## src/sv/civil_date_day_number_converter_defines.svh

```systemverilog
// Assertion macros for the civil date / day number converter.
// Included by the top level; uses no other file.
`ifndef CIVIL_DATE_DAY_NUMBER_CONVERTER_DEFINES_SVH
`define CIVIL_DATE_DAY_NUMBER_CONVERTER_DEFINES_SVH

// The consequent must hold in the same cycle as the antecedent.
`define CDDN_ASSERT_IMPL(name, clk, rst, ante, cons, msg) \
   name: assert property (@(posedge clk) disable iff (rst) (ante) |-> (cons)) \
      else $error(msg);

// The consequent must hold a fixed number of cycles after the antecedent.
`define CDDN_ASSERT_LATER(name, clk, rst, ante, dly, cons, msg) \
   name: assert property (@(posedge clk) disable iff (rst) (ante) |-> ##dly (cons)) \
      else $error(msg);

`endif

```

## src/sv/cddn_pkg.sv

```systemverilog
// Types, constants and small calendar tables for the civil date converter.
// Depends on nothing; imported by the top level.
package cddn_pkg;

   typedef logic signed [24:0] day_number_type;
   typedef logic signed [15:0] year_type;
   typedef logic [3:0]         month_type;
   typedef logic [4:0]         mday_type;

   // Direction codes.
   localparam logic FUNC_TO_DAYS  = 1'b0;
   localparam logic FUNC_TO_CIVIL = 1'b1;

   // Cycles from an accepted request beat to the edge that takes its result.
   localparam int LATENCY = 13;
   // Stages that hold the civil-to-days result until the other path catches up.
   localparam int CIV_DELAY = 5;

   localparam logic [17:0] DAYS_PER_ERA  = 18'd146097;
   localparam logic [17:0] DAYS_PER_YEAR = 18'd365;
   // Offset from 1970-01-01 to 0000-03-01 (719468) plus 110 eras, so that the
   // shifted day count is never negative.
   localparam logic [26:0] DAY_BIAS      = 27'd16790138;
   localparam logic [7:0]  DAY_ERA_BIAS  = 8'd110;
   // 82 eras of years keep the shifted civil year positive.
   localparam logic [17:0] YEAR_BIAS     = 18'd32800;
   // 719468 plus 82 eras of days.
   localparam logic [25:0] CIV_DAY_BIAS  = 26'd12699422;
   // 110 eras expressed in years.
   localparam logic [18:0] DAY_YEAR_BIAS = 19'd44000;

   // Reciprocals for division by constants; each estimate is low by at most one.
   localparam logic [11:0] RECIP_25     = 12'd2621;    // 2^16 / 25
   localparam logic [16:0] RECIP_ERA    = 17'd117592;  // 2^34 / 146097
   localparam logic [17:0] RECIP_365    = 18'd183859;  // 2^26 / 365

   // First day of each month in a year that starts on March 1.
   function automatic logic [8:0] month_start(input logic [3:0] mi);
      logic [8:0] r;
      case (mi)
         4'd0:    r = 9'd0;
         4'd1:    r = 9'd31;
         4'd2:    r = 9'd61;
         4'd3:    r = 9'd92;
         4'd4:    r = 9'd122;
         4'd5:    r = 9'd153;
         4'd6:    r = 9'd184;
         4'd7:    r = 9'd214;
         4'd8:    r = 9'd245;
         4'd9:    r = 9'd275;
         4'd10:   r = 9'd306;
         4'd11:   r = 9'd337;
         default: r = 9'd0;
      endcase
      return r;
   endfunction

   // Length of a civil month in a common year; zero for a month that does not exist.
   function automatic logic [4:0] month_len(input logic [3:0] m);
      logic [4:0] r;
      case (m)
         4'd1, 4'd3, 4'd5, 4'd7, 4'd8, 4'd10, 4'd12: r = 5'd31;
         4'd4, 4'd6, 4'd9, 4'd11:                    r = 5'd30;
         4'd2:                                       r = 5'd28;
         default:                                    r = 5'd0;
      endcase
      return r;
   endfunction

   // Number of whole centuries in a year of the era.
   function automatic logic [1:0] cent_count(input logic [8:0] yoe);
      return 2'(yoe >= 9'd100) + 2'(yoe >= 9'd200) + 2'(yoe >= 9'd300);
   endfunction

endpackage

```

## src/sv/civil_date_day_number_converter.sv

```systemverilog
// Civil date / day number converter, both directions, in a 13-stage pipeline.
// One request beat is accepted per cycle.
// busy stays low: constant divisions use reciprocal multiplies spread over the stages.
// Reset clears only the stage valid bits and the result strobe.
// Depends on cddn_pkg and civil_date_day_number_converter_defines.svh.
`include "civil_date_day_number_converter_defines.svh"

module civil_date_day_number_converter (
   input  logic                     clock,
   input  logic                     reset,
   input  logic                     start,
   output logic                     busy,
   input  logic                     req_func,
   input  cddn_pkg::year_type       req_in_year,
   input  cddn_pkg::month_type      req_in_month,
   input  cddn_pkg::mday_type       req_in_day,
   input  cddn_pkg::day_number_type req_in_day_number,
   output logic                     rsp_strobe,
   output cddn_pkg::day_number_type rsp_out_day_number,
   output cddn_pkg::year_type       rsp_out_year,
   output cddn_pkg::month_type      rsp_out_month,
   output cddn_pkg::mday_type       rsp_out_day,
   output logic                     rsp_valid_res
);
   import cddn_pkg::*;

   // Control chain.
   logic        req_take;
   logic [11:0] vld_ff, vld_in;
   logic [11:0] fn_ff, fn_in;
   logic        strobe_ff, strobe_in;

   // Stage 1.
   logic [26:0] z_sum;
   logic [17:0] x_sum;
   logic        early;
   logic [3:0]  mi;
   logic [25:0] p1_zp_ff, p1_zp_in;
   logic [16:0] p1_x_ff, p1_x_in;
   logic [8:0]  p1_dofs_ff, p1_dofs_in;
   logic        p1_dok_ff, p1_dok_in, p1_f29_ff, p1_f29_in;
   // Stage 2.
   logic [42:0] p2_prodz_ff, p2_prodz_in;
   logic [25:0] p2_zp_ff;
   logic [24:0] p2_prodc_ff, p2_prodc_in;
   logic [16:0] p2_x_ff;
   logic [8:0]  p2_dofs_ff;
   logic        p2_dok_ff, p2_f29_ff;
   // Stage 3.
   logic [25:0] rz_full;
   logic [12:0] rc_full;
   logic [7:0]  p3_qz_ff, p3_qz_in, p3_qc_ff, p3_qc_in;
   logic [18:0] p3_rz_ff, p3_rz_in;
   logic [5:0]  p3_rc_ff, p3_rc_in;
   logic [16:0] p3_x_ff;
   logic [8:0]  p3_dofs_ff;
   logic        p3_dok_ff, p3_f29_ff;
   // Stage 4.
   logic [7:0]  p4_qz_ff, p4_qz_in, p4_qc_ff, p4_qc_in;
   logic [17:0] p4_doe_ff, p4_doe_in;
   logic [16:0] p4_x_ff;
   logic [8:0]  p4_dofs_ff;
   logic        p4_dok_ff, p4_f29_ff;
   // Stage 5.
   logic [16:0] yoe_full;
   logic [2:0]  c36;
   logic [33:0] p5_proda_ff, p5_proda_in;
   logic [17:0] p5_doe2_ff, p5_doe2_in, p5_doe_ff;
   logic [7:0]  p5_qz_ff, p5_qc_ff;
   logic [8:0]  p5_yoe_ff, p5_yoe_in, p5_dofs_ff;
   logic        p5_dok_ff, p5_f29_ff;
   // Stage 6.
   logic [15:0] ra_full;
   logic [9:0]  yoe_next;
   logic        leap;
   logic [6:0]  p6_qa_ff, p6_qa_in;
   logic [9:0]  p6_ra_ff, p6_ra_in;
   logic [17:0] p6_doe2_ff, p6_doe_ff;
   logic [7:0]  p6_qz_ff;
   logic [17:0] p6_cdoe_ff, p6_cdoe_in;
   logic [24:0] p6_eterm_ff, p6_eterm_in;
   logic        p6_cok_ff, p6_cok_in;
   // Stage 7.
   logic [25:0] cdn_sum;
   logic [6:0]  qa;
   logic [17:0] p7_x_ff, p7_x_in, p7_doe_ff;
   logic [7:0]  p7_qz_ff;
   logic [24:0] p7_cdn_ff, p7_cdn_in;
   logic        p7_cok_ff;
   // Stage 8.
   logic [35:0] p8_prodb_ff, p8_prodb_in;
   logic [17:0] p8_x_ff, p8_doe_ff;
   logic [7:0]  p8_qz_ff;
   // Stage 9.
   logic [17:0] rb_full;
   logic [8:0]  p9_qb_ff, p9_qb_in;
   logic [9:0]  p9_rb_ff, p9_rb_in;
   logic [17:0] p9_doe_ff;
   logic [7:0]  p9_qz_ff;
   // Stage 10.
   logic [8:0]  p10_yoe_ff, p10_yoe_in;
   logic [17:0] p10_doe_ff;
   logic [7:0]  p10_qz_ff;
   // Stage 11.
   logic [17:0] doy_full;
   logic [18:0] ybase_full;
   logic [8:0]  p11_doy_ff, p11_doy_in;
   logic [17:0] p11_ybase_ff, p11_ybase_in;
   // Stage 12.
   logic [3:0]  p12_mp_ff, p12_mp_in;
   logic [8:0]  p12_doy_ff;
   logic [17:0] p12_ybase_ff;
   // Civil-to-days result delay line, aligned with stage 12 at its end.
   logic [24:0]          civ_dn_ff [CIV_DELAY];
   logic [CIV_DELAY-1:0] civ_ok_ff;
   // Output stage.
   logic [17:0]    y_fin;
   logic [8:0]     d_full;
   logic           dok_fin;
   day_number_type out_dn_ff, out_dn_in;
   year_type       out_y_ff, out_y_in;
   month_type      out_m_ff, out_m_in;
   mday_type       out_d_ff, out_d_in;
   logic           out_ok_ff, out_ok_in;

   assign busy      = 1'b0;
   assign req_take  = start && !busy;
   assign vld_in    = {vld_ff[10:0], req_take};
   assign fn_in     = {fn_ff[10:0], req_func};
   assign strobe_in = vld_ff[11];

   always_comb begin
      // Stage 1: bias both inputs so that floor division becomes unsigned.
      z_sum      = {{2{req_in_day_number[24]}}, req_in_day_number} + DAY_BIAS;
      p1_zp_in   = z_sum[25:0];
      early      = (req_in_month <= 4'd2);
      x_sum      = {{2{req_in_year[15]}}, req_in_year} + YEAR_BIAS - {17'd0, early};
      p1_x_in    = x_sum[16:0];
      mi         = early ? (req_in_month + 4'd9) : (req_in_month - 4'd3);
      p1_dofs_in = month_start(mi) + {4'd0, req_in_day} - 9'd1;
      p1_dok_in  = (req_in_day != 5'd0) && (req_in_day <= month_len(req_in_month));
      p1_f29_in  = (req_in_month == 4'd2) && (req_in_day == 5'd29);

      // Stage 2: reciprocal products for the era quotients.
      p2_prodz_in = 43'(p1_zp_ff) * 43'(RECIP_ERA);
      p2_prodc_in = 25'(p1_x_ff[16:4]) * 25'(RECIP_25);

      // Stage 3: quotient estimates and their remainders.
      p3_qz_in = p2_prodz_ff[41:34];
      rz_full  = p2_zp_ff - 26'(p3_qz_in) * 26'(DAYS_PER_ERA);
      p3_rz_in = rz_full[18:0];
      p3_qc_in = p2_prodc_ff[23:16];
      rc_full  = p2_x_ff[16:4] - 13'(p3_qc_in) * 13'd25;
      p3_rc_in = rc_full[5:0];

      // Stage 4: one correction step finishes each era division.
      if (p3_rz_ff >= 19'(DAYS_PER_ERA)) begin
         p4_qz_in  = p3_qz_ff + 8'd1;
         p4_doe_in = 18'(p3_rz_ff - 19'(DAYS_PER_ERA));
      end else begin
         p4_qz_in  = p3_qz_ff;
         p4_doe_in = p3_rz_ff[17:0];
      end
      p4_qc_in = p3_qc_ff + 8'(p3_rc_ff >= 6'd25);

      // Stage 5.
      yoe_full    = p4_x_ff - 17'(p4_qc_ff) * 17'd400;
      p5_yoe_in   = yoe_full[8:0];
      p5_proda_in = 34'(p4_doe_ff[17:2]) * 34'(RECIP_365);
      c36 = 3'(p4_doe_ff >= 18'd36524) + 3'(p4_doe_ff >= 18'd73048)
          + 3'(p4_doe_ff >= 18'd109572) + 3'(p4_doe_ff >= 18'd146096);
      p5_doe2_in  = p4_doe_ff + 18'(c36) - 18'(p4_doe_ff == 18'd146096);

      // Stage 6: for February the civil year is the year of era plus one.
      yoe_next    = 10'(p5_yoe_ff) + 10'd1;
      leap        = (yoe_next[1:0] == 2'd0) && (yoe_next != 10'd100)
                 && (yoe_next != 10'd200) && (yoe_next != 10'd300);
      p6_cok_in   = p5_dok_ff || (p5_f29_ff && leap);
      p6_cdoe_in  = 18'(p5_yoe_ff) * DAYS_PER_YEAR + 18'(p5_yoe_ff[8:2])
                  - 18'(cent_count(p5_yoe_ff)) + 18'(p5_dofs_ff);
      p6_eterm_in = 25'(p5_qc_ff) * 25'(DAYS_PER_ERA);
      p6_qa_in    = p5_proda_ff[32:26];
      ra_full     = p5_doe_ff[17:2] - 16'(p6_qa_in) * 16'(DAYS_PER_YEAR);
      p6_ra_in    = ra_full[9:0];

      // Stage 7.
      cdn_sum   = 26'(p6_eterm_ff) + 26'(p6_cdoe_ff) - CIV_DAY_BIAS;
      p7_cdn_in = cdn_sum[24:0];
      qa        = p6_qa_ff + 7'(p6_ra_ff >= 10'd365);
      p7_x_in   = p6_doe2_ff - 18'(qa);

      // Stage 8.
      p8_prodb_in = 36'(p7_x_ff) * 36'(RECIP_365);

      // Stage 9.
      p9_qb_in = p8_prodb_ff[34:26];
      rb_full  = p8_x_ff - 18'(p9_qb_in) * DAYS_PER_YEAR;
      p9_rb_in = rb_full[9:0];

      // Stage 10.
      p10_yoe_in = p9_qb_ff + 9'(p9_rb_ff >= 10'd365);

      // Stage 11.
      doy_full     = p10_doe_ff - 18'(p10_yoe_ff) * DAYS_PER_YEAR - 18'(p10_yoe_ff[8:2])
                   + 18'(cent_count(p10_yoe_ff));
      p11_doy_in   = doy_full[8:0];
      ybase_full   = 19'(p10_qz_ff) * 19'd400 + 19'(p10_yoe_ff) - DAY_YEAR_BIAS;
      p11_ybase_in = ybase_full[17:0];

      // Stage 12: month index by comparing against the month starts.
      p12_mp_in = 4'd0;
      for (int k = 1; k < 12; k++) begin
         p12_mp_in = p12_mp_in + 4'(p11_doy_ff >= month_start(4'(k)));
      end

      // Output stage.
      y_fin   = p12_ybase_ff + 18'(p12_mp_ff >= 4'd10);
      d_full  = p12_doy_ff - month_start(p12_mp_ff) + 9'd1;
      dok_fin = (y_fin[17:15] == 3'b000);
      if (fn_ff[11] == FUNC_TO_DAYS) begin
         out_dn_in = civ_ok_ff[CIV_DELAY-1] ? civ_dn_ff[CIV_DELAY-1] : '0;
         out_y_in  = '0;
         out_m_in  = '0;
         out_d_in  = '0;
         out_ok_in = civ_ok_ff[CIV_DELAY-1];
      end else begin
         out_dn_in = '0;
         out_ok_in = dok_fin;
         if (dok_fin) begin
            out_y_in = y_fin[15:0];
            out_m_in = (p12_mp_ff < 4'd10) ? (p12_mp_ff + 4'd3) : (p12_mp_ff - 4'd9);
            out_d_in = d_full[4:0];
         end else begin
            out_y_in = '0;
            out_m_in = '0;
            out_d_in = '0;
         end
      end
   end

   always_ff @(posedge clock) begin
      if (reset) begin
         vld_ff    <= '0;
         strobe_ff <= 1'b0;
      end else begin
         vld_ff    <= vld_in;
         strobe_ff <= strobe_in;
      end
   end

   always_ff @(posedge clock) begin
      fn_ff        <= fn_in;
      p1_zp_ff     <= p1_zp_in;
      p1_x_ff      <= p1_x_in;
      p1_dofs_ff   <= p1_dofs_in;
      p1_dok_ff    <= p1_dok_in;
      p1_f29_ff    <= p1_f29_in;
      p2_prodz_ff  <= p2_prodz_in;
      p2_zp_ff     <= p1_zp_ff;
      p2_prodc_ff  <= p2_prodc_in;
      p2_x_ff      <= p1_x_ff;
      p2_dofs_ff   <= p1_dofs_ff;
      p2_dok_ff    <= p1_dok_ff;
      p2_f29_ff    <= p1_f29_ff;
      p3_qz_ff     <= p3_qz_in;
      p3_rz_ff     <= p3_rz_in;
      p3_qc_ff     <= p3_qc_in;
      p3_rc_ff     <= p3_rc_in;
      p3_x_ff      <= p2_x_ff;
      p3_dofs_ff   <= p2_dofs_ff;
      p3_dok_ff    <= p2_dok_ff;
      p3_f29_ff    <= p2_f29_ff;
      p4_qz_ff     <= p4_qz_in;
      p4_doe_ff    <= p4_doe_in;
      p4_qc_ff     <= p4_qc_in;
      p4_x_ff      <= p3_x_ff;
      p4_dofs_ff   <= p3_dofs_ff;
      p4_dok_ff    <= p3_dok_ff;
      p4_f29_ff    <= p3_f29_ff;
      p5_proda_ff  <= p5_proda_in;
      p5_doe2_ff   <= p5_doe2_in;
      p5_doe_ff    <= p4_doe_ff;
      p5_qz_ff     <= p4_qz_ff;
      p5_qc_ff     <= p4_qc_ff;
      p5_yoe_ff    <= p5_yoe_in;
      p5_dofs_ff   <= p4_dofs_ff;
      p5_dok_ff    <= p4_dok_ff;
      p5_f29_ff    <= p4_f29_ff;
      p6_qa_ff     <= p6_qa_in;
      p6_ra_ff     <= p6_ra_in;
      p6_doe2_ff   <= p5_doe2_ff;
      p6_doe_ff    <= p5_doe_ff;
      p6_qz_ff     <= p5_qz_ff;
      p6_cdoe_ff   <= p6_cdoe_in;
      p6_eterm_ff  <= p6_eterm_in;
      p6_cok_ff    <= p6_cok_in;
      p7_x_ff      <= p7_x_in;
      p7_doe_ff    <= p6_doe_ff;
      p7_qz_ff     <= p6_qz_ff;
      p7_cdn_ff    <= p7_cdn_in;
      p7_cok_ff    <= p6_cok_ff;
      p8_prodb_ff  <= p8_prodb_in;
      p8_x_ff      <= p7_x_ff;
      p8_doe_ff    <= p7_doe_ff;
      p8_qz_ff     <= p7_qz_ff;
      p9_qb_ff     <= p9_qb_in;
      p9_rb_ff     <= p9_rb_in;
      p9_doe_ff    <= p8_doe_ff;
      p9_qz_ff     <= p8_qz_ff;
      p10_yoe_ff   <= p10_yoe_in;
      p10_doe_ff   <= p9_doe_ff;
      p10_qz_ff    <= p9_qz_ff;
      p11_doy_ff   <= p11_doy_in;
      p11_ybase_ff <= p11_ybase_in;
      p12_mp_ff    <= p12_mp_in;
      p12_doy_ff   <= p11_doy_ff;
      p12_ybase_ff <= p11_ybase_ff;
      civ_dn_ff[0] <= p7_cdn_ff;
      civ_ok_ff[0] <= p7_cok_ff;
      for (int i = 1; i < CIV_DELAY; i++) begin
         civ_dn_ff[i] <= civ_dn_ff[i-1];
         civ_ok_ff[i] <= civ_ok_ff[i-1];
      end
      out_dn_ff    <= out_dn_in;
      out_y_ff     <= out_y_in;
      out_m_ff     <= out_m_in;
      out_d_ff     <= out_d_in;
      out_ok_ff    <= out_ok_in;
   end

   assign rsp_strobe         = strobe_ff;
   assign rsp_out_day_number = out_dn_ff;
   assign rsp_out_year       = out_y_ff;
   assign rsp_out_month      = out_m_ff;
   assign rsp_out_day        = out_d_ff;
   assign rsp_valid_res      = out_ok_ff;

   // Every request beat produces its result beat a fixed time later.
   `CDDN_ASSERT_LATER(a_latency, clock, reset, req_take, LATENCY, rsp_strobe, "result beat missing")
   // An invalid result carries all-zero fields.
   `CDDN_ASSERT_IMPL(a_invalid_zero, clock, reset, rsp_strobe && !rsp_valid_res, (rsp_out_day_number == '0) && (rsp_out_year == '0) && (rsp_out_month == '0) && (rsp_out_day == '0), "invalid result not zeroed")
   // A valid civil result is a real month and day in a non-negative year.
   `CDDN_ASSERT_IMPL(a_civil_range, clock, reset, rsp_strobe && rsp_valid_res && (rsp_out_month != '0), (rsp_out_month <= 4'd12) && (rsp_out_day != '0) && !rsp_out_year[15] && (rsp_out_day_number == '0), "civil result out of range")

endmodule

```

## config.mk

```make
export PLATFORM = sky130hd
export DESIGN_NAME = civil_date_day_number_converter
export DESIGN_NICKNAME = d
export VERILOG_FILES = /design/src/sv/cddn_pkg.sv /design/src/sv/civil_date_day_number_converter.sv
export VERILOG_INCLUDE_DIRS = /design/src /design/src/sv
export SDC_FILE = /design/constraint.sdc
export NUM_CORES = 2
export LEC_CHECK = 0
export BUFFER_PORTS_ARGS = -buffer_cell sky130_fd_sc_hd__buf_2
export CORE_MARGIN = 2
export CORE_UTILIZATION = 40
export DETAILED_ROUTE_END_ITERATION = 16
export HOLD_SLACK_MARGIN = 0.1
export PLACE_DENSITY_LB_ADDON = 0.3
export SYNTH_ARGS = -nofsm -noshare
export SYNTH_HDL_FRONTEND = slang
export SYNTH_SLANG_ARGS = --single-unit
```

## constraint.sdc

```tcl
create_clock -name clock -period 6.1 [get_ports clock]
set_input_delay 0.915 -clock clock [delete_from_list [all_inputs] [get_ports clock]]
set_output_delay 0.915 -clock clock [all_outputs]
set_load 0.01 [all_outputs]
```

==> summary.txt <==
Global routing
  • Initial antenna violation count: 3
  • Met3 Use GR: 0.0233
  • GR met1 Demand/Resource: 0.190
  • First-pass GRT wire length: 173000 µm
  • GR peak layer: met2
  • Met2 Use GR: 0.262
  • Gr usage total: 0.150
  • Pin count of the biggest net entering global routing: 26
  • Vias in the first global route: 35100
  • Remaining Overflow, GRT: 0

Synth
  • Yosys warnings: 0
  • Synth top cells by count: inv_1, ha_1, dfxtp_1
  • Dominant synthesized flop cell: dfxtp_1
  • Post-synthesis sequential area ratio: 0.297
  • Post-synth ARST share: 0
  • Yosys top cell area share: 0.297
  • Most numerous cell in the Yosys netlist: inv_1
  • Synth Cell Area: 55200 µm²
  • Number of synthesized flops with an enable pin: 0
  • Synth area leaders: dfxtp_1, ha_1, fa_1
  • #FFs+latches synth: 818
  • Netlist cell types: 78
  • Largest area contributor in the netlist: dfxtp_1
  • Syn Inst Count: 5122
  • Synth Area per Inst: 10.8 µm²

STA
  • F_max: 0.174 GHz
  • Setup_tns: 0 ns
  • RSZ-0062 raised after global routing: false
  • Final min period: 5.75 ns
  • Measured slew at the worst slew-check pin: 0.774 ns
  • Tcrit/Tclk final: 0.943
  • Final setup viols: 0
  • Slew headroom: 0.471
  • Final Hold Vio Count: 0
  • Final Skew: 0.0708 ns
  • Max-slew violations: 0

Clock tree
  • CTS Root Cell: clkbuf_16
  • Clock Path Buffers: 3
  • Number of clock sinks: 818
  • H-tree depth: 3
  • CTS tree: yes
  • Worst-skew pair later-pin latency: 0.72 ns
  • Setup Buffers After CTS: 0
  • Cts bufs inserted: 93
  • Worst-path clk slew: 0.06 ns

Setup path
  • Critical path launch point: p7_x_ff[5]
  • Worst Setup End Kind: register
  • Crit Path Class: reg2reg
  • Critical path startpoint category: register
  • CP Data Arrival Time: 6.36 ns
  • Data required time of the worst path: 6.70 ns
  • Critical-path maximum fanout: 6
  • Reg-to-reg critical path startpoint: p7_x_ff[5]

Worst hold path
  • Min-delay worst type: reg2reg
  • Hold path startpoint: p4_qz_ff[3]

Run status
  • Status: complete, no violations

Final layout
  • Synth-to-Final Area Change: 11.7%
  • Nets: 7061
  • Layout cells sized above 1: 0.0664
  • Final-layout fill cell count: 12800
  • Ant diodes: 0

Drt
  • Post-route ant nets: 0
  • Wirelength per Cell: 13.9 µm
  • Residual DRC: 0
  • Pre-antenna DRT Iters: 5
  • Post-Route WL: 101000 µm
  • Via density per instance: 4.55
  • DR iter-0 viols: 931
  • Via count: 32900

Run
  • Max-cap viol count: 0

Floorplan
  • # IOs: 107
  • Cell row count: 136
  • Full die area: 141000 µm²
  • Die Span X: 376 µm
  • Starting density of the core: 0.402
  • Core Area: 137000 µm²
  • Die height: 376 µm

Place
  • Dpl hpwl: 84700 µm
  • Final GP Congestion: 0.870
  • Port Buf Inserts: 105
-- flip-flops by register name (all words and copies together), names as in the netlist, 19 cells and up, named ones only --
signal	count
civ_dn_ff	125
p1_zp_ff	26
p2_zp_ff	19
rsp_out_day_number	25
p3_rz_ff	19
p6_eterm_ff	25
p7_cdn_ff	25
-- final timing paths --
kind | endpoint | cells past startpoint | slack (ns)
max reg2reg | p8_prodb_ff[33] | 19 | 0.35
max | p8_prodb_ff[33] | 19 | 0.35
min reg2reg | p5_qz_ff[3] | 0 | 0.26
min | p5_qz_ff[3] | 0 | 0.26
-- cell type report --
| type | count | area (µm²) | share of cell area |
|---|---|---|---|
| Inverter | 1172 | 4400 | 0.0713 |
| Timing Repair Buffer | 167 | 991 | 0.0161 |
| Clock inverter | 56 | 785 | 0.0127 |
| Tap cell | 1794 | 2240 | 0.0364 |
| Multi-Input combinational cell | 3111 | 34400 | 0.557 |
| Sequential cell | 818 | 16400 | 0.266 |
| Clock buffer | 115 | 2520 | 0.0409 |
-- worst max-delay path, stage by stage, from the launching register on --
cell and delay [ns]:
dfxtp_1 0.38, buf_4 0.19, fa_1 0.40, ha_1 0.30
inv_1 0.05, fa_1 0.46, fa_1 0.54, inv_1 0.06
fa_1 0.50, fa_1 0.49, ha_1 0.31, a211oi_1 0.23
o21ai_0 0.11, a211oi_1 0.30, o211ai_1 0.23, o21ba_2 0.26
o41a_1 0.37, a41oi_2 0.26, a21oi_1 0.11, xor2_1 0.14
-- cells in the final DEF (no fill, tap or decap), types with 12 or more instances in the layout --
master        n
a211oi_1     15
a21boi_0     12
a21o_1       58
a21oi_1     170
and2_1       36
and3_1       27
buf_2       105
buf_4        62
clkbuf_16    93
clkinv_2     14
dfxtp_1     817
fa_1        587
ha_1       1057
inv_1      1172
nand2_1     139
nand2b_1     26
nand3_1      64
nand4_1      25
nor2_1      142
nor2b_1      39
nor3_1       41
o211ai_1     15
o21a_1       26
o21ai_0      89
o21bai_1     31
or2_2        12
xnor2_1     247
xor2_1      105
-- logic make-up after synthesis --
kind of cell             Yosys count  synth area share
adder cells (fa/ha/maj)         1644             0.452
buffers and inverters           1194            0.0814
flip-flops                       818             0.297
AND/OR/NAND/NOR                  594            0.0531
AO/OA/AOI/OAI                    514            0.0599
XOR/XNOR                         352            0.0558
multiplexers                       5          0.000974
other                              1         0.0000679
-- through the flow --
step	instance area, µm²	hold WS (ns)	util	worst slack, ns	instances
after floorplan	55200	0.310	-	0.487	5123
after global placement	58400	0.310	0.425	0.191	7062
after detailed placement	58400	0.312	0.425	0.201	7062
after CTS	61700	0.235	0.449	0.185	7233
after global routing	61700	0.245	0.449	0.0199	7233
final	61700	0.261	0.449	0.346	7233
-- timing repair --
item,4_1_cts,5_1_grt
hold endpoints to repair,0,0
resized for setup,0,2
hold buffers,0,0
setup endpoints to repair,0,3
-- per-layer routing --
metal | wire, µm | vias to the layer above
li1 | - | 16700
met1 | 46500 | 15700
met2 | 49100 | 287
met3 | 2650 | 141
met4 | 2510 | 2
met5 | 13 | -
Power is left out: the tool's default activity adds up to more than one toggle a clock period on the data nets, which glitch-free logic cannot reach.
